<file path="config.mk">
export PLATFORM = sky130hd
export DESIGN_NAME = sorted_key_table_find_or_insert
export DESIGN_NICKNAME = d
export VERILOG_FILES = /design/src/rtl/skt_pkg.sv /design/src/rtl/skt_cell.sv /design/src/rtl/sorted_key_table_find_or_insert.sv
export SDC_FILE = /design/constraint.sdc
export NUM_CORES = 2
export LEC_CHECK = 0
export BUFFER_PORTS_ARGS = -buffer_cell sky130_fd_sc_hd__buf_2
export CORE_ASPECT_RATIO = 1.1
export CORE_UTILIZATION = 45
export DETAILED_ROUTE_END_ITERATION = 10
export GPL_TIMING_DRIVEN = 1
export PLACE_DENSITY_LB_ADDON = 0.2
export SLEW_MARGIN = 20
export SYNTH_ARGS = -nofsm -noshare
export SYNTH_HDL_FRONTEND = slang
export SYNTH_HIERARCHICAL = 1
export SYNTH_SLANG_ARGS = --single-unit
</file>
<file path="constraint.sdc">
create_clock -name clock -period 10.33 [get_ports clock]
set_input_delay 0 -clock clock [delete_from_list [all_inputs] [get_ports clock]]
set_output_delay 0 -clock clock [all_outputs]
set_load 0.03 [all_outputs]
</file>
<file path="src/rtl/skt_pkg.sv">
package skt_pkg;

   // Default table geometry.
   localparam int TABLE_DEPTH_DEFAULT = 64;
   localparam int KEY_BITS_DEFAULT    = 16;

   // Widths of the word fields.
   localparam int INDEX_BITS  = 16;
   localparam int STATUS_BITS = 2;
   localparam int SLOT_BITS   = 6;
   localparam int COUNT_BITS  = 7;

   // Result status codes.
   localparam logic [STATUS_BITS-1:0] ST_FOUND   = 2'd0;
   localparam logic [STATUS_BITS-1:0] ST_ADDED   = 2'd1;
   localparam logic [STATUS_BITS-1:0] ST_MISSING = 2'd2;
   localparam logic [STATUS_BITS-1:0] ST_FULL    = 2'd3;

   // Request word.
   typedef struct packed {
      logic                  operation;
      logic                  table_select;
      logic [INDEX_BITS-1:0] reg_key;
   } req_word_type;

   // Response word.
   typedef struct packed {
      logic [STATUS_BITS-1:0] status;
      logic [SLOT_BITS-1:0]   slot_position;
      logic [COUNT_BITS-1:0]  entry_count;
   } rsp_word_type;

endpackage

</file>
<file path="src/rtl/skt_cell.sv">
module skt_cell #(
   parameter int KEY_BITS = skt_pkg::KEY_BITS_DEFAULT
) (
   input  logic                clock,
   input  logic [KEY_BITS-1:0] cmp_key,
   input  logic                cmp_view,
   input  logic                occupied,
   input  logic                commit,
   input  logic [KEY_BITS-1:0] left_key,
   input  logic                left_lt,
   output logic [KEY_BITS-1:0] own_key,
   output logic                lt_ff,
   output logic                eq_ff,
   output logic                boundary
);

   logic [KEY_BITS-1:0] res_key_ff;
   logic [KEY_BITS-1:0] view_key_ff;
   logic [KEY_BITS-1:0] new_key;
   logic                lt_in;
   logic                eq_in;

   // The key of the selected table is the one compared and handed to the right neighbor.
   assign own_key = cmp_view ? view_key_ff : res_key_ff;

   // Compare the held key with the request key.
   assign lt_in = occupied && (own_key < cmp_key);
   assign eq_in = occupied && (own_key == cmp_key);

   // The insert slot is the first cell whose key is not below the request key.
   assign boundary = left_lt && !lt_ff;

   // The boundary cell takes the new key; cells above it take their left neighbor's key.
   assign new_key = left_lt ? cmp_key : left_key;

   always_ff @(posedge clock) begin
      lt_ff <= lt_in;
      eq_ff <= eq_in;
      if (commit && !lt_ff) begin
         if (cmp_view) begin
            view_key_ff <= new_key;
         end else begin
            res_key_ff <= new_key;
         end
      end
   end

endmodule

</file>
<file path="src/rtl/sorted_key_table_find_or_insert.sv">
// A request word passes the compare state, which registers the compare pass over the cell
// row, and the commit state, which decides and shifts the row and registers the response;
// a stalled response holds the commit. A new request can be accepted while the last commits.
// Reset clears both fill counts and the control state; table keys are not
// cleared and only slots below the fill count are ever read.
module sorted_key_table_find_or_insert #(
   parameter int TABLE_DEPTH = skt_pkg::TABLE_DEPTH_DEFAULT,
   parameter int KEY_BITS    = skt_pkg::KEY_BITS_DEFAULT
) (
   input  logic                  clock,
   input  logic                  reset,
   input  logic                  req_valid,
   output logic                  req_stall,
   input  skt_pkg::req_word_type req_word,
   output logic                  rsp_valid,
   input  logic                  rsp_stall,
   output skt_pkg::rsp_word_type rsp_word
);

   import skt_pkg::*;

   localparam int CW = $clog2(TABLE_DEPTH + 1);
   localparam int IW = $clog2(TABLE_DEPTH);

   typedef enum logic [1:0] {
      S_IDLE,
      S_COMPARE,
      S_COMMIT
   } state_type;

   state_type           state_ff;
   logic                op_ff;
   logic                view_ff;
   logic [KEY_BITS-1:0] key_ff;
   logic [CW-1:0]       res_fill_ff;
   logic [CW-1:0]       view_fill_ff;
   logic                rsp_valid_ff;
   rsp_word_type        rsp_word_ff;

   logic                accept;
   logic                can_commit;
   logic                commit_now;
   logic                do_insert;
   logic                found;
   logic                full;
   logic [CW-1:0]       fill_sel;
   logic [CW-1:0]       fill_in;
   logic [IW-1:0]       pos_enc;
   rsp_word_type        rsp_word_in;

   logic [KEY_BITS-1:0]    cell_key [TABLE_DEPTH];
   logic [TABLE_DEPTH-1:0] cell_lt;
   logic [TABLE_DEPTH-1:0] cell_eq;
   logic [TABLE_DEPTH-1:0] cell_bnd;

   // Handshake control.
   assign can_commit = !rsp_valid_ff || !rsp_stall;
   assign commit_now = (state_ff == S_COMMIT) && can_commit;
   assign req_stall  = (state_ff == S_COMPARE) || ((state_ff == S_COMMIT) && !can_commit);
   assign accept     = req_valid && !req_stall;

   assign fill_sel = view_ff ? view_fill_ff : res_fill_ff;

   // Row of cells; each cell takes the key of its left neighbor on a shift.
   for (genvar g = 0; g < TABLE_DEPTH; g++) begin : g_cell
      logic [KEY_BITS-1:0] left_key;
      logic                left_lt;
      if (g == 0) begin : g_first
         assign left_key = key_ff;
         assign left_lt  = 1'b1;
      end else begin : g_rest
         assign left_key = cell_key[g-1];
         assign left_lt  = cell_lt[g-1];
      end
      skt_cell #(
         .KEY_BITS (KEY_BITS)
      ) u_cell (
         .clock    (clock),
         .cmp_key  (key_ff),
         .cmp_view (view_ff),
         .occupied (fill_sel > CW'(g)),
         .commit   (do_insert),
         .left_key (left_key),
         .left_lt  (left_lt),
         .own_key  (cell_key[g]),
         .lt_ff    (cell_lt[g]),
         .eq_ff    (cell_eq[g]),
         .boundary (cell_bnd[g])
      );
   end

   // Encode the one-hot boundary flag into a slot number.
   always_comb begin
      pos_enc = '0;
      for (int i = 0; i < TABLE_DEPTH; i++) begin
         if (cell_bnd[i]) begin
            pos_enc = pos_enc | IW'(i);
         end
      end
   end

   // Decide the outcome from the registered cell flags.
   assign found     = |cell_eq;
   assign full      = (fill_sel == CW'(TABLE_DEPTH));
   assign do_insert = commit_now && !found && op_ff && !full;
   assign fill_in   = fill_sel + CW'(do_insert);

   always_comb begin
      rsp_word_in.entry_count = COUNT_BITS'(fill_sel + CW'(!found && op_ff && !full));
      priority if (found) begin
         rsp_word_in.status        = ST_FOUND;
         rsp_word_in.slot_position = SLOT_BITS'(pos_enc);
      end else if (!op_ff) begin
         rsp_word_in.status        = ST_MISSING;
         rsp_word_in.slot_position = '0;
      end else if (full) begin
         rsp_word_in.status        = ST_FULL;
         rsp_word_in.slot_position = '0;
      end else begin
         rsp_word_in.status        = ST_ADDED;
         rsp_word_in.slot_position = SLOT_BITS'(pos_enc);
      end
   end

   // Request capture.
   always_ff @(posedge clock) begin
      if (accept) begin
         op_ff   <= req_word.operation;
         view_ff <= req_word.table_select;
         key_ff  <= KEY_BITS'(req_word.reg_key);
      end
   end

   // Sequencer, fill counts and response register.
   always_ff @(posedge clock) begin
      if (reset) begin
         state_ff     <= S_IDLE;
         res_fill_ff  <= '0;
         view_fill_ff <= '0;
         rsp_valid_ff <= 1'b0;
      end else begin
         // A commit sets the response valid; a stalled response stays valid.
         rsp_valid_ff <= commit_now || (rsp_valid_ff && rsp_stall);
         unique case (state_ff)
            S_IDLE: begin
               if (accept) begin
                  state_ff <= S_COMPARE;
               end
            end
            S_COMPARE: begin
               state_ff <= S_COMMIT;
            end
            S_COMMIT: begin
               if (can_commit) begin
                  rsp_word_ff <= rsp_word_in;
                  if (view_ff) begin
                     view_fill_ff <= fill_in;
                  end else begin
                     res_fill_ff <= fill_in;
                  end
                  state_ff <= accept ? S_COMPARE : S_IDLE;
               end
            end
            default: begin
               state_ff <= S_IDLE;
            end
         endcase
      end
   end

   assign rsp_valid = rsp_valid_ff;
   assign rsp_word  = rsp_word_ff;

endmodule
</file>
==> impl_table.tex <==
\begin{tabular}{lr}
\hline
Metric & Value \\
\hline
\multicolumn{2}{l}{\textbf{Setup path}} \\
\quad Worst-path cell chain & buf\_12 > buf\_4 > buf\_4 > buf\_4 > mux2\_2 > ha\_1 > nand4\_2 > nor4\_4 > and3\_1 \\
\quad R2r endpoint & g\_cell[6].u\_cell/eq\_ff \\
\quad R2r worst-path depth & 9 \\
\quad Startpoint class of the critical path & register \\
\quad Worst Setup Path Type & reg2reg \\
\quad Critical-path top delay cell & buf\_4 \\
\quad Worst endpoint required time & between 10 and 15 ns \\
\quad Endpoint kind of the worst setup timing path & register \\
\quad Longest individual stage delay on the worst path & approximately 0.89 ns \\
\quad Source of the worst register-to-register timing path & view\_ff \\
\quad Buf+Inv Stages, Crit Path & 4 \\
\quad Critical path peak fanout & roughly 150 \\
\quad Data arrival time at the worst-slack endpoint & between 6 and 7 ns \\
\quad Setup slack of the worst register-to-register path & approximately 4.5 ns \\
\quad Most used cell, CP & buf\_4 \\
\quad Cell family with most CP delay & buffers and inverters \\
\multicolumn{2}{l}{\textbf{Yosys}} \\
\quad Synthesized instance count & approximately 8800 \\
\quad Synthesized area per cell & approximately 14 µm² \\
\quad Post-Syn Nets & 9861 \\
\quad Synth warnings & 6 \\
\quad Post-Synthesis Cell Area & around 120000 µm² \\
\multicolumn{2}{l}{\textbf{Detailed routing}} \\
\quad First drt pass iteration count & 7 \\
\quad Remaining routing DRC violations & 0 \\
\quad Vias per Instance & between 5 and 6 \\
\quad Detail-routed net length per standard cell & between 20 and 25 µm \\
\quad Iteration-0 DRC Markers & between 4000 and 5000 \\
\quad Final WL & approximately 300000 µm \\
\quad Remaining antenna violation count & 0 \\
\quad Via total after detailed routing & 71200 \\
\multicolumn{2}{l}{\textbf{Power and ir drop}} \\
\quad Leakage power total & 52.24 nW \\
\quad Peak supply drop & around 0.00015 V \\
\quad Clock share of power & around 41\% \\
\quad Final Total Pwr & $\sim$21 mW \\
\quad Combinational share of power & a little over a tenth \\
\quad Power density over cell area & between 150 and 200 nW/µm² \\
\quad Sequential share of power & 48.4\% \\
\quad Internal power consumption & about 16 mW \\
\quad Switching share of power & between 20\% and 30\% \\
\quad Net Switching & 5.001 mW \\
\multicolumn{2}{l}{\textbf{Clocking}} \\
\quad Maximum level of the CTS H-tree & 4 \\
\quad Root buf cell & clkbuf\_16 \\
\quad Clock sink count & roughly 2200 \\
\quad Post-CTS sizing & 0 \\
\quad Clock slew at reported path FFs & $\sim$0.06 ns \\
\quad Maximum number of buffers from clock root to sink & 3 \\
\quad Number of buffers added by the clock tree synthesis step & roughly 240 \\
\quad Skew-Pair Late Insertion Delay & $\sim$0.90 ns \\
\quad Post-CTS setup buffers & 0 \\
\quad Hold\_buf cts & 42 \\
\quad TritonCTS clock tree & yes \\
\multicolumn{2}{l}{\textbf{Worst hold path}} \\
\quad Hold/Removal Path Class & in2reg \\
\quad Hold path start & req\_word[16] \\
\quad Hold path depth & 2 \\
\quad Endpoint of the worst hold-timing path & view\_ff \\
\multicolumn{2}{l}{\textbf{Floorplan}} \\
\quad Boundary Pins & 39 \\
\quad Number of standard-cell rows in the floorplan & about 200 \\
\quad Horizontal extent of the die & 496.9 µm \\
\quad Effective utilization at floorplan & a little under half \\
\quad Core box area & $\sim$270000 µm² \\
\quad Chip height & 546.4 µm \\
\quad Die footprint & $\sim$270000 µm² \\
\multicolumn{2}{l}{\textbf{Layout}} \\
\quad Area taken by multi-input logic gates & just over 50000 µm² \\
\quad Count of fill cells added during filler insertion & around 23000 \\
\quad End-of-flow core utilization & approximately half \\
\quad Post-synthesis to final-layout area growth & 10.75\% \\
\quad Fraction of layout instances using a drive strength above 1 & roughly 31\% \\
\quad Final nets & 10040 \\
\quad Sequential standard cell area & $\sim$65000 µm² \\
\multicolumn{2}{l}{\textbf{Job}} \\
\quad Max Cap Viol & 0 \\
\multicolumn{2}{l}{\textbf{STA}} \\
\quad Final setup TNS & 0 ns \\
\quad Unrepaired setup endpoints after global routing & no \\
\quad Clock skew after layout & 0.05934 ns \\
\quad Max-slew violation total from the final report & 0 \\
\quad Maximum frequency from static timing analysis & 170.9 MHz \\
\quad Worst relative slew slack & approximately 16\% \\
\quad Number of hold violations in the final report & 0 \\
\quad Transition time at the pin with the least slew margin & roughly 1.2 ns \\
\quad Setup-failing EPs final & 0 \\
\quad Final cycle utilization of the critical path & between 50\% and 60\% \\
\quad Tmin final & about 6 ns \\
\multicolumn{2}{l}{\textbf{GRT}} \\
\quad Global-route wire length before repair & around 460000 µm \\
\quad Pin count of the biggest net entering global routing & 164 \\
\quad All-Layer GR Usage & between 20\% and 30\% \\
\quad Global route overflow & 0 \\
\quad Number of antenna violations at the first check in global routing & 16 \\
\quad Vias in the first global route & around 74000 \\
\multicolumn{2}{l}{\textbf{Placed design}} \\
\quad Dpl hpwl & slightly above 200000 µm \\
\quad Placer's final routability congestion estimate & 0.9013 \\
\quad Port Buf Inserts & 38 \\
\multicolumn{2}{l}{\textbf{Run status}} \\
\quad Result of the run & complete, no violations \\
\hline
\end{tabular}
flip-flops by register name, indices dropped and copies added, names as in the netlist:
name / flops
g_cell.u_cell/view_key_ff: 1024
state_ff: 2
view_fill_ff: 7
g_cell.u_cell/eq_ff: 64
g_cell.left_key: 16
rsp_word: 15
rsp_valid: 1
op_ff: 1
g_cell.u_cell/res_key_ff: 1024
g_cell.u_cell/lt_ff: 64
res_fill_ff: 7
view_ff: 1
through the flow:
step | instance area, µm² | hold slack (ns) | worst slack [ns] | cells
after floorplan | 121300 | 0.09887 | 3.325 | 8811
final | 134300 | 0.1044 | 4.477 | 12720
after global placement | 125700 | 0.1767 | 4.710 | 12220
after global routing | 134300 | 0.06505 | 4.118 | 12720
after CTS | 134200 | 0.02636 | 4.508 | 12720
after detailed placement | 126000 | 0.1785 | 4.502 | 12220
area by class of cell:
cell class / count / share of cell area [%]
clock inverter: 121 / 0.9233
tap: 3517 / 3.277
multi-input combinational: 5211 / 37.74
antenna: 6 / 0.01118
sequential: 2226 / 48.69
inverter: 1098 / 3.069
timing repair buffer: 210 / 1.373
clock buffer: 333 / 4.911
cell usage in the layout, fill, tap and decap left out, drive strengths merged, types with 70 or more instances in the layout:
cell type  count
nand4        202
nand2        326
ha          1028
buf          168
edfxtp      2081
clkinv        89
nor4         107
o21ai        155
nand3         75
inv         1106
clkbuf       333
a21oi        476
mux2        1992
nor2         123
dfxtp        145
nor3b         70
power by group through the flow:
stage	logic [mW]	clock network [mW]	registers [mW]
2_1_floorplan	1.54	0	10.3
3_3_place_gp	2.12	0	10.2
3_5_place_dp	2.21	0	10.2
4_1_cts	2.24	8.66	10.1
5_1_grt	2.44	9.00	10.1
6_report	2.24	8.47	10.1
worst max path at each step:
stage               slack, ns     from                        endpoint  cells after the start
floorplan                3.32  view_ff  g_cell[0].u_cell/res_key_ff[0]                      7
global placement         4.71  view_ff          g_cell[8].u_cell/lt_ff                     10
detailed placement       4.50  view_ff          g_cell[7].u_cell/eq_ff                      9
CTS                      4.51  view_ff          g_cell[7].u_cell/eq_ff                      9
global route             4.12  view_ff          g_cell[6].u_cell/lt_ff                     10
finish                   4.48  view_ff          g_cell[6].u_cell/eq_ff                      9
per-layer routing:
metal | global-route usage (%) | part of all wire, % | up-vias
met3 | 2.960 | 3.9 | 518
li1 | - | - | 33230
met1 | 26.39 | 41 | 36070
met2 | 40.08 | 52 | 1375
met4 | 7.292 | 3.3 | 2
met5 | 0 | 0.0043 | -
Power figures use the tool's default switching activity.
